File: config.mk
export PLATFORM = sky130hd
export DESIGN_NAME = sonar_height_rate_estimator_unit
export DESIGN_NICKNAME = d
export VERILOG_FILES = /design/src/hw/rtl/shre_pkg.sv /design/src/hw/rtl/sonar_height_rate_estimator_unit.sv
export SDC_FILE = /design/constraint.sdc
export NUM_CORES = 2
export LEC_CHECK = 0
export ABC_AREA = 1
export ABC_CLOCK_PERIOD_IN_PS = 7700
export BUFFER_PORTS_ARGS = -buffer_cell sky130_fd_sc_hd__buf_2
export CORE_MARGIN = 1
export CORE_UTILIZATION = 60
export CTS_BUF_LIST = sky130_fd_sc_hd__clkbuf_4 sky130_fd_sc_hd__clkbuf_8
export DETAILED_ROUTE_END_ITERATION = 7
export GPL_ROUTABILITY_DRIVEN = 0
export HOLD_SLACK_MARGIN = 0.06
export PLACE_DENSITY = 0.79
export SYNTH_ARGS = -nofsm -noshare
export SYNTH_HDL_FRONTEND = slang
export SYNTH_SLANG_ARGS = --single-unit
export TNS_END_PERCENT = 30
File: constraint.sdc
create_clock -name clk -period 7.7 [get_ports clk]
set_input_delay 0.385 -clock clk [delete_from_list [all_inputs] [get_ports clk]]
set_output_delay 0.385 -clock clk [all_outputs]
set_load 0.005 [all_outputs]
File: src/hw/rtl/shre_pkg.sv
// Package with the constants, codes and saturating helpers of the sonar height estimator.
`timescale 1ns / 1ps

package shre_pkg;

	localparam int HW = 21;
	localparam int VW = 23;
	localparam int AW = 44;

	typedef logic signed [HW-1:0] height_t;
	typedef logic signed [VW-1:0] speed_t;
	typedef logic signed [AW-1:0] acc_t;

	typedef enum logic [1:0] {
		CFG_FILTER_ORDER  = 2'd0,
		CFG_GATE_ENABLE   = 2'd1,
		CFG_MAX_DEVIATION = 2'd2,
		CFG_STARTUP_ITEMS = 2'd3
	} cfg_index_t;

	typedef enum logic [1:0] {
		FO_NONE   = 2'd0,
		FO_FIRST  = 2'd1,
		FO_SECOND = 2'd2,
		FO_SPARE  = 2'd3
	} filter_order_t;

	typedef enum logic [1:0] {
		ACC_NONE = 2'd0,
		ACC_LOAD = 2'd1,
		ACC_ADD  = 2'd2
	} acc_op_t;

	localparam logic signed [17:0] C1_A = 18'sd47612;
	localparam logic signed [17:0] C1_B = 18'sd8959;
	localparam logic signed [17:0] C2_A = 18'sd102303;
	localparam logic signed [17:0] C2_B = -18'sd42032;
	localparam logic signed [17:0] C2_C = 18'sd1316;
	localparam logic signed [17:0] C2_D = 18'sd2633;
	localparam logic signed [17:0] SPEED_GAIN = 18'sd200;

	localparam acc_t H_MAX_A = 44'sd1048575;
	localparam acc_t H_MIN_A = -44'sd1048576;
	localparam acc_t V_MAX_A = 44'sd4194303;
	localparam acc_t V_MIN_A = -44'sd4194304;

	// Coefficient of each filter tap, in the order the taps are issued.
	function automatic logic signed [17:0] filt_coef(input logic second, input logic [2:0] tap);
		logic signed [17:0] c;
		c = C1_B;
		if (second) begin
			unique case (tap)
				3'd0: c = C2_A;
				3'd1: c = C2_B;
				3'd2: c = C2_C;
				3'd3: c = C2_D;
				default: c = C2_C;
			endcase
		end else begin
			c = (tap == 3'd0) ? C1_A : C1_B;
		end
		return c;
	endfunction

	// Division by 2^16 rounding half towards plus infinity.
	function automatic acc_t round_q16(input acc_t v);
		acc_t w;
		w = v + 44'sd32768;
		return w >>> 16;
	endfunction

	function automatic height_t sat_h(input acc_t v);
		height_t r;
		if (v > H_MAX_A)
			r = H_MAX_A[HW-1:0];
		else if (v < H_MIN_A)
			r = H_MIN_A[HW-1:0];
		else
			r = v[HW-1:0];
		return r;
	endfunction

	function automatic speed_t sat_v(input acc_t v);
		speed_t r;
		if (v > V_MAX_A)
			r = V_MAX_A[VW-1:0];
		else if (v < V_MIN_A)
			r = V_MIN_A[VW-1:0];
		else
			r = v[VW-1:0];
		return r;
	endfunction

endpackage

File: src/hw/rtl/sonar_height_rate_estimator_unit.sv
// Top level of the sonar height and vertical speed estimator with its shared multiplier.
`timescale 1ns / 1ps

// Takes one sonar transaction at a time and returns one result transaction for it. All
// products (the tilt correction, the filter taps, the speed gain and the speed filter taps)
// pass one after another through a single 37 x 18 bit signed multiplier followed by an
// accumulator. Once accepted, an item steps through the gate, the tilt correction (for a
// reading that passes it), the height filter taps, the speed gain and the speed filter taps.
// in_stall stays high until the result has been moved into the output register; a held
// result does not stop the next transaction from being accepted.
module sonar_height_rate_estimator_unit
	import shre_pkg::*;
(
	input  logic              clk,
	input  logic              arst_n,
	input  logic              cfg_we,
	input  logic [1:0]        cfg_index,
	input  logic [16:0]       cfg_data,
	input  logic              in_valid,
	output logic              in_stall,
	input  logic [9:0]        sonar_cm,
	input  logic [15:0]       cos_roll,
	input  logic [15:0]       cos_pitch,
	input  logic              auto_height,
	output logic              out_valid,
	input  logic              out_stall,
	output logic signed [20:0] height,
	output logic signed [22:0] vertical_speed,
	output logic              in_startup
);

	typedef enum logic [3:0] {
		ST_IDLE, ST_GATE, ST_TILT1, ST_TILT2, ST_TILT3, ST_FTAP, ST_FACC, ST_FRND,
		ST_DZMUL, ST_DZSAT, ST_STAP, ST_SACC, ST_SRND, ST_OUT
	} state_t;

	state_t state_q;

	logic [1:0]  filter_order_q;
	logic        gate_enable_q;
	logic [16:0] max_deviation_q;
	logic [9:0]  startup_items_q;

	logic [9:0]  item_count_q;
	height_t     held_q, ref_q, in1_q, in2_q, out1_q, out2_q, prev_q, filt_q;
	speed_t      spd_in_q, spd_out_q, dz_q;

	logic [19:0] scaled_q;
	logic [15:0] cr_q, cp_q;
	logic        auto_q, startup_q;
	logic [2:0]  tap_q;

	logic signed [54:0] prod_q;
	acc_t               acc_q;
	acc_op_t            acc_op_q;

	logic              out_valid_q, in_startup_q;
	height_t           height_q;
	speed_t            vspeed_q;

	// Combinational signals
	logic [15:0] frac_w;
	logic [28:0] frac_p;
	logic [19:0] scaled_c;
	logic        accept, startup_c, correct_c, second, tap_last;
	logic signed [22:0] win_lo, win_hi, scaled_s;
	logic signed [36:0] mul_a;
	logic signed [17:0] mul_b;
	logic signed [54:0] mul_p;
	acc_op_t     acc_op_c;
	logic [53:0] tilt_sum;
	logic [23:0] tilt_r;
	height_t     filt_c;
	speed_t      spd_c;
	state_t      filt_next;

	assign accept    = in_valid && !in_stall;
	assign in_stall  = (state_q != ST_IDLE);
	assign startup_c = item_count_q < startup_items_q;

	// cm * 65536 / 100 split as cm * 655 + (cm * 36 + 50) / 100; the small quotient uses a
	// reciprocal that is exact below 43690.
	assign frac_w   = 16'(sonar_cm * 6'd36) + 16'd50;
	assign frac_p   = 29'(frac_w * 13'd5243);
	assign scaled_c = 20'(sonar_cm * 10'd655) + 20'(frac_p[28:19]);

	assign scaled_s  = 23'(scaled_q);
	assign win_lo    = 23'(ref_q) - 23'(max_deviation_q);
	assign win_hi    = 23'(ref_q) + 23'(max_deviation_q);
	assign correct_c = !gate_enable_q || startup_q || ((win_lo < scaled_s) && (win_hi > scaled_s));

	assign second   = (filter_order_q == FO_SECOND);
	assign tap_last = second ? (tap_q == 3'd4) : (tap_q == 3'd2);
	assign filt_next = (filter_order_q == FO_FIRST || filter_order_q == FO_SECOND) ?
		ST_FTAP : ST_FRND;

	assign tilt_sum = {1'b0, prod_q[52:0]} + 54'h0000_2000_0000;
	assign tilt_r   = tilt_sum[53:30];

	assign filt_c = sat_h(round_q16(acc_q));
	assign spd_c  = sat_v(round_q16(acc_q));

	always_comb begin
		mul_a    = '0;
		mul_b    = '0;
		acc_op_c = ACC_NONE;
		unique case (state_q)
			ST_TILT1: begin
				mul_a = 37'(scaled_q);
				mul_b = 18'(cr_q);
			end
			ST_TILT2: begin
				mul_a = 37'(prod_q[35:0]);
				mul_b = 18'(cp_q);
			end
			ST_FTAP: begin
				mul_b    = filt_coef(second, tap_q);
				acc_op_c = (tap_q == 3'd0) ? ACC_LOAD : ACC_ADD;
				if (second) begin
					unique case (tap_q)
						3'd0: mul_a = 37'(out1_q);
						3'd1: mul_a = 37'(out2_q);
						3'd2: mul_a = 37'(held_q);
						3'd3: mul_a = 37'(in1_q);
						default: mul_a = 37'(in2_q);
					endcase
				end else begin
					unique case (tap_q)
						3'd0: mul_a = 37'(out1_q);
						3'd1: mul_a = 37'(held_q);
						default: mul_a = 37'(in1_q);
					endcase
				end
			end
			ST_DZMUL: begin
				mul_a = 37'(22'(filt_q) - 22'(prev_q));
				mul_b = SPEED_GAIN;
			end
			ST_STAP: begin
				acc_op_c = (tap_q == 3'd0) ? ACC_LOAD : ACC_ADD;
				unique case (tap_q)
					3'd0: begin
						mul_a = 37'(spd_out_q);
						mul_b = C1_A;
					end
					3'd1: begin
						mul_a = 37'(dz_q);
						mul_b = C1_B;
					end
					default: begin
						mul_a = 37'(spd_in_q);
						mul_b = C1_B;
					end
				endcase
			end
			default: begin
				mul_a = '0;
				mul_b = '0;
			end
		endcase
	end

	assign mul_p = mul_a * mul_b;

	always_ff @(posedge clk or negedge arst_n) begin
		if (!arst_n) begin
			state_q         <= ST_IDLE;
			filter_order_q  <= FO_FIRST;
			gate_enable_q   <= 1'b1;
			max_deviation_q <= 17'd19661;
			startup_items_q <= 10'd100;
			item_count_q    <= '0;
			held_q          <= '0;
			ref_q           <= '0;
			in1_q           <= '0;
			in2_q           <= '0;
			out1_q          <= '0;
			out2_q          <= '0;
			prev_q          <= '0;
			filt_q          <= '0;
			spd_in_q        <= '0;
			spd_out_q       <= '0;
			dz_q            <= '0;
			scaled_q        <= '0;
			cr_q            <= '0;
			cp_q            <= '0;
			auto_q          <= 1'b0;
			startup_q       <= 1'b0;
			tap_q           <= '0;
			prod_q          <= '0;
			acc_q           <= '0;
			acc_op_q        <= ACC_NONE;
			out_valid_q     <= 1'b0;
			in_startup_q    <= 1'b0;
			height_q        <= '0;
			vspeed_q        <= '0;
		end else begin
			if (cfg_we) begin
				unique case (cfg_index_t'(cfg_index))
					CFG_FILTER_ORDER:  filter_order_q  <= cfg_data[1:0];
					CFG_GATE_ENABLE:   gate_enable_q   <= cfg_data[0];
					CFG_MAX_DEVIATION: max_deviation_q <= cfg_data;
					CFG_STARTUP_ITEMS: startup_items_q <= cfg_data[9:0];
					default: ;
				endcase
			end

			prod_q   <= mul_p;
			acc_op_q <= acc_op_c;
			unique case (acc_op_q)
				ACC_LOAD: acc_q <= $signed(prod_q[AW-1:0]);
				ACC_ADD:  acc_q <= acc_q + $signed(prod_q[AW-1:0]);
				default:  acc_q <= acc_q;
			endcase

			if (state_q == ST_OUT && (!out_valid_q || !out_stall))
				out_valid_q <= 1'b1;
			else if (out_valid_q && !out_stall)
				out_valid_q <= 1'b0;

			unique case (state_q)
				ST_IDLE: begin
					if (accept) begin
						scaled_q  <= scaled_c;
						cr_q      <= cos_roll;
						cp_q      <= cos_pitch;
						auto_q    <= auto_height;
						startup_q <= startup_c;
						if (startup_c)
							item_count_q <= item_count_q + 10'd1;
						state_q <= ST_GATE;
					end
				end
				ST_GATE: begin
					tap_q   <= '0;
					state_q <= correct_c ? ST_TILT1 : filt_next;
				end
				ST_TILT1: state_q <= ST_TILT2;
				ST_TILT2: state_q <= ST_TILT3;
				ST_TILT3: begin
					held_q  <= (tilt_r > 24'd1048575) ? H_MAX_A[HW-1:0] : tilt_r[HW-1:0];
					state_q <= filt_next;
				end
				ST_FTAP: begin
					tap_q <= tap_q + 3'd1;
					if (tap_last)
						state_q <= ST_FACC;
				end
				ST_FACC: state_q <= ST_FRND;
				ST_FRND: begin
					if (filter_order_q == FO_FIRST) begin
						filt_q <= filt_c;
						in1_q  <= held_q;
						out1_q <= filt_c;
					end else if (filter_order_q == FO_SECOND) begin
						filt_q <= filt_c;
						in2_q  <= in1_q;
						in1_q  <= held_q;
						out2_q <= out1_q;
						out1_q <= filt_c;
					end else begin
						filt_q <= held_q;
					end
					state_q <= ST_DZMUL;
				end
				ST_DZMUL: state_q <= ST_DZSAT;
				ST_DZSAT: begin
					dz_q    <= sat_v($signed(prod_q[AW-1:0]));
					tap_q   <= '0;
					state_q <= ST_STAP;
				end
				ST_STAP: begin
					tap_q <= tap_q + 3'd1;
					if (tap_q == 3'd2)
						state_q <= ST_SACC;
				end
				ST_SACC: state_q <= ST_SRND;
				ST_SRND: begin
					spd_out_q <= spd_c;
					spd_in_q  <= dz_q;
					prev_q    <= filt_q;
					if (!auto_q)
						ref_q <= filt_q;
					state_q <= ST_OUT;
				end
				ST_OUT: begin
					if (!out_valid_q || !out_stall) begin
						height_q     <= filt_q;
						vspeed_q     <= spd_out_q;
						in_startup_q <= startup_q;
						state_q      <= ST_IDLE;
					end
				end
				default: state_q <= ST_IDLE;
			endcase
		end
	end

	assign out_valid      = out_valid_q;
	assign height         = height_q;
	assign vertical_speed = vspeed_q;
	assign in_startup     = in_startup_q;

`ifndef NO_ASSERTIONS
	// A transaction that has been taken keeps the input side closed until its result is out.
	a_busy_after_accept: assert property (@(posedge clk) disable iff (!arst_n)
		accept |=> in_stall)
		else $error("input not stalled after a transaction was accepted");

	// Accumulation always continues a chain that began with a load.
	a_acc_chain: assert property (@(posedge clk) disable iff (!arst_n)
		acc_op_q == ACC_ADD |-> $past(acc_op_q) == ACC_LOAD || $past(acc_op_q) == ACC_ADD)
		else $error("accumulator add without a preceding load");

	// A new result only appears from the output step of the sequencer.
	a_result_source: assert property (@(posedge clk) disable iff (!arst_n)
		$rose(out_valid_q) |-> $past(state_q) == ST_OUT)
		else $error("result raised outside the output step");

	// The tilt-corrected height is saturated to the positive range.
	a_held_positive: assert property (@(posedge clk) disable iff (!arst_n)
		!held_q[HW-1])
		else $error("corrected height went negative");
`endif

endmodule
## After elaboration in Yosys (flattened, before gate mapping)

Index checks and enable logic that the tools add are counted.

| word-level totals | value |
|---|---|
| flip-flop bits (word level) | 483 |
| logic and storage cells | 153 |

| operators by class | value |
|---|---|
| equal/unequal tests | 28 |
| multiplexer cells | 36 |
| $mul | 4 |
| reduce and logical (&&, ||, !) cells | 33 |
| add/sub/neg operators | 10 |
| order comparisons | 10 |
| bitwise operators | 2 |

Operators by type and width:

| kind | number |
|---|---|
| 21-bit 2-to-1 mux | 9 |
| 37-bit case mux with 5 select lines | 1 |
| 37-bit case mux with 2 select lines | 2 |
| 37-bit case mux with 4 select lines | 1 |
| 23-bit 2-to-1 mux | 4 |
| 18-bit case mux with 5 select lines | 1 |
| 44-bit case mux with 2 select lines | 1 |
| 4-bit case mux with 14 select lines | 1 |
| 53-bit by 30-bit adder with 54-bit output (second input constant) | 1 |
| 18-bit case mux with 3 select lines | 1 |
| 37-bit by 18-bit multiplier with 53-bit output | 1 |
| 44-bit by 17-bit adder with 44-bit output (second input constant) | 1 |
| 44-bit adder | 1 |
| 44-bit by 23-bit greater-than comparator with 1-bit output (second input constant) | 1 |
| 44-bit by 23-bit less-than comparator with 1-bit output (second input constant) | 1 |
| 37-bit 2-to-1 mux | 1 |
| 16-bit by 13-bit multiplier with 29-bit output (second input constant) | 1 |
| 28-bit by 21-bit greater-than comparator with 1-bit output (second input constant) | 1 |
| 28-bit by 23-bit greater-than comparator with 1-bit output (second input constant) | 1 |
| 28-bit by 21-bit less-than comparator with 1-bit output (second input constant) | 1 |
| 28-bit by 23-bit less-than comparator with 1-bit output (second input constant) | 1 |
| 4-bit equality test (second input constant) | 6 |
| 24-bit by 20-bit greater-than comparator with 1-bit output (second input constant) | 1 |
| 21-bit by 18-bit adder with 22-bit output | 1 |
| other kinds (41) | 82 |

## Depth between registers and ports, before layout

| depth | value |
|---|---|
| depth in word-level cells | 6 |
| mapped depth | 51 |
| gate-level depth less buffers | 51 |

## Worst setup path after synthesis

Ideal clock, no wire load.

| timing path | value |
|---|---|
| path kind | input -> register |
| from | input sonar_cm[1] |
| to | register scaled_q[18] |
| slack | -1693 ps |
| arrival | 9259 ps |
| stages on the path | 47 |
| library setup time | 135 ps |
| path buffers | 0 |
| cell sequence | ha_1 -> ha_1 -> fa_1 -> nand2_1 -> nand2_1 -> a21oi_2 -> xor2_1 -> nor4_4 -> nand3b_1 -> nor2_1 -> nand2_1 -> xor2_1 -> ha_1 -> ha_1 -> fa_1 -> fa_1 -> inv_1 -> fa_1 -> [11 not listed] -> fa_1 -> inv_1 -> fa_1 -> inv_1 -> fa_1 -> inv_1 -> ha_1 -> a21oi_1 -> o21ai_0 -> nand2_1 -> nand3_1 -> nand3_1 -> nand2_1 -> nand2_1 -> nand2_1 -> a21oi_1 -> xor2_1 -> o21ai_0 |

| between the ends | value |
|---|---|
| longest elaborated chain between the ends | 4 |
| elaborated cells between the ends (all ways) | 5 |
| classes of those cells | add/sub: 2; mul: 3 |

RTL lines:

| item | line | RTL |
|---|---|---|
| start: declaration | sonar_height_rate_estimator_unit.sv:21 | `input logic [9:0] sonar_cm,` |
| 10-bit by 4-bit multiplier with 14-bit output | sonar_height_rate_estimator_unit.sv:83 | `assign frac_w = 16'(sonar_cm * 6'd36) + 16'd50;` |
| 16-bit by 6-bit adder with 16-bit output | sonar_height_rate_estimator_unit.sv:83 |  |
| 16-bit by 13-bit multiplier with 29-bit output | sonar_height_rate_estimator_unit.sv:84 | `assign frac_p = 29'(frac_w * 13'd5243);` |
| 20-bit by 10-bit adder with 20-bit output * | sonar_height_rate_estimator_unit.sv:85 | `assign scaled_c = 20'(sonar_cm * 10'd655) + 20'(frac_p[28:19]);` |
| end signal: assignment | sonar_height_rate_estimator_unit.sv:224 | `scaled_q <= scaled_c;` |
| end: declaration | sonar_height_rate_estimator_unit.sv:48 | `logic [19:0] scaled_q;` |

Mark *: on every way between the ends. The rest lies on a longest branch, timed or not.
A chain may end at the register's enable or synchronous reset.

## Worst setup path in the final report

| timing path | value |
|---|---|
| from | input sonar_cm[4] |
| to | register scaled_q[19] |

The elaborated chain is that of the path after synthesis.

==> metrics <==
fraction of the cycle the final worst path needs 125%; max incr delay on CP roughly 0.55 ns; Die Y about 310 µm; FMAX 104 MHz; initial core utilization 60.9%; WP data arrival 10.21 ns; Setup violations, final between 40 and 50; largest net degree at the start of global routing ~170; top cells by count, synth nand2_1, inv_1, fa_1; hold path start cfg_data[0]; vias in the first global route between 50000 and 60000; post-synth top area share roughly a quarter; pins over their slew limit 0; Worst EP required 8.30 ns; DR vias approximately 56000; core box area 95600 µm²; critical path peak fanout 6; Area Growth Syn to Fin 20.4%; post-route ant nets 0; Final #Nets between 9000 and 10000; Post-synth ARST share 100%; Worst Max-Slew Pin Slew about 1.2 ns; TritonRoute pass-1 iters 8; Unique masters post-synth 69; Final Skew roughly 0.04 ns; Worst setup SP type input pin; Yosys Warn Count 0; CP max stage cell fa_1; DIE WIDTH roughly 310 µm; DRT Wirelength approximately 200000 µm; ys flop type dfrtp_1; die area between 90000 and 100000 µm²; Post-Syn Area about 58000 µm²; Overflow after GRT 0; site row count between 100 and 150; Crit. End Element flop; Setup WS post-layout -1.91 ns; initial antenna violation count 8; Bufs on Longest Clock Path 3; Synth area leaders fa_1, dfrtp_1, nand2_1; Inserted Clock Buffers a little over 80; via/cell ratio between 5 and 6; cell count after synthesis between 7000 and 8000; mean post-synth cell area between 7 and 8 µm²; reg2reg start tap_q[1]; clock tree root driver cell clkbuf_8; GRT Util Overall between 30% and 40%; Slew HR between 10% and 20%; unrepaired setup endpoints after global routing yes; WL per Instance ~21 µm; worst skew pair latency between 0.7 and 0.8 ns; dominant cell type by area after synthesis fa_1; WS Path Type in -> reg; Fin. Hold Viols 0; I/O Buffers between 100 and 150; DP HPWL ~150000 µm; failing checks design-rule violations, negative setup slack; Period minus WS final approximately 9.6 ns; IO Count between 100 and 150; initial drt markers between 6000 and 7000; CTS clk-pin slew, worst paths 0.07 ns; fin util 73.3%; total clock sinks 483; syn_nets 8600; CTS tree yes; most frequent cell after synthesis nand2_1; layout cells sized above 1 18.4%; Most common cell on crit path fa_1; Max-cap violations 0; CTS HTree Levels 3; status finished, violations left; EDFF count, synth 0; crit path launch sonar_cm[4]; first-pass GRT wire length 302000 µm; sequential share of the synthesized area 20.8%; Hold WC Path Type in -> reg; # DRC 6; synthesized flop and latch total 483
## cells in the final DEF (no fill, tap or decap), types with 110 or more instances in the layout
master / synthesis / final
buf_4: 36 / 681
inv_1: 1526 / 1491
nor2_1: 407 / 377
dfrtp_1: 470 / 470
buf_2: 76 / 110
xor2_1: 133 / 120
a21oi_1: 348 / 308
nand2_1: 1670 / 1623
ha_1: 477 / 410
o21ai_0: 493 / 461
nand3_1: 134 / 123
fa_1: 721 / 702
## stage by stage
stage                     setup WS, ns  TNS, ns  hold WS, ns  cells  area (µm²)
after floorplan                  -1.24   -14.08       0.0894   7335       58500
after global placement           -1.75   -27.71        0.457   9160       65200
after detailed placement         -1.98   -34.41        0.469   9160       65200
after CTS                       -0.968   -12.30       0.0875   9387       68500
after global routing             -2.05   -36.46        0.116   9435       70100
final                            -1.91   -31.67        0.130   9438       70100
## kinds of logic (layout without fill, tap and decap cells)
family / count (synthesis) / count (layout) / synth area share (%)
adder cells (fa/ha/maj): 1198 / 1198 / 35.0
AO/OA/AOI/OAI: 1202 / 1202 / 11.7
other: 0 / 6 / 0
AND/OR/NAND/NOR: 2427 / 2427 / 17.2
XOR/XNOR: 195 / 195 / 2.97
buffers and inverters: 1830 / 2662 / 12.3
flip-flops: 483 / 483 / 20.8
## final cells by class
cell class / count / area, µm²
sequential: 483 / 12100
clock buffer: 123 / 1540
timing repair buffer: 931 / 7630
tap: 1265 / 1580
timing repair inverter: 1 / 6.26
multi-input combinational: 5022 / 41000
fill: 6610 / 25500
clock inverter: 24 / 260
antenna: 6 / 15.0
inverter: 1583 / 5990
## critical path: cells and delay by family
family	cells	cell delay, ns
buffers and inverters	13	1.45
xor gates and xnor gates	3	0.60
and+or+nand+nor	10	1.24
AOI/OAI and AO/OA	10	1.70
adders and majority gates	13	4.78
## per-layer routing
layer | global-route usage [%] | vias to the layer above | share of wire (%) | wire length, µm
met3 | 10.6 | 1191 | 11 | 22000
li1 | - | 24300 | - | -
met2 | 63.5 | 3607 | 46 | 91500
met5 | 0 | - | 0.017 | 34
met1 | 45.3 | 26700 | 34 | 67700
met4 | 29.1 | 4 | 9.5 | 18900
## state kept, by name (all words and copies together) (netlist names), 3 cells and up
register,flops
state_q,4
height,21
tap_q,3
startup_items_q,10
vertical_speed,23
out2_q,21
in1_q,21
scaled_q,20
item_count_q,10
cr_q,16
cp_q,16
held_q,21
out1_q,21
ref_q,21
spd_out_q,23
max_deviation_q,17
acc_q,44
spd_in_q,23
filt_q,21
prev_q,21
prod_q,53
dz_q,23
in2_q,21
## worst paths after layout
kind | endpoint | slack (ns) | cells after the start
worst min register to register | spd_in_q[13] | 0.48 | 2
max in group asynchronous | item_count_q[5] | 5.68 | 3
worst min-delay path | startup_items_q[0] | 0.13 | 3
worst max register to register | prod_q[50] | -0.54 | 32
worst max-delay path | scaled_q[19] | -1.91 | 49
min in group asynchronous | vertical_speed[0] | 0.30 | 2
## what timing repair did
action / in CTS / in global routing
pin swaps: 84 / 128
gates cloned: 0 / 3
hold buffers: 54 / 0
gates resized for setup: 154 / 267
setup endpoints to repair: 46 / 56
buffers inserted: 32 / 44
hold endpoints to repair: 162 / 0
Power is left out: the tool's default activity adds up to more than one toggle a clock period on the data nets, which glitch-free logic cannot reach.
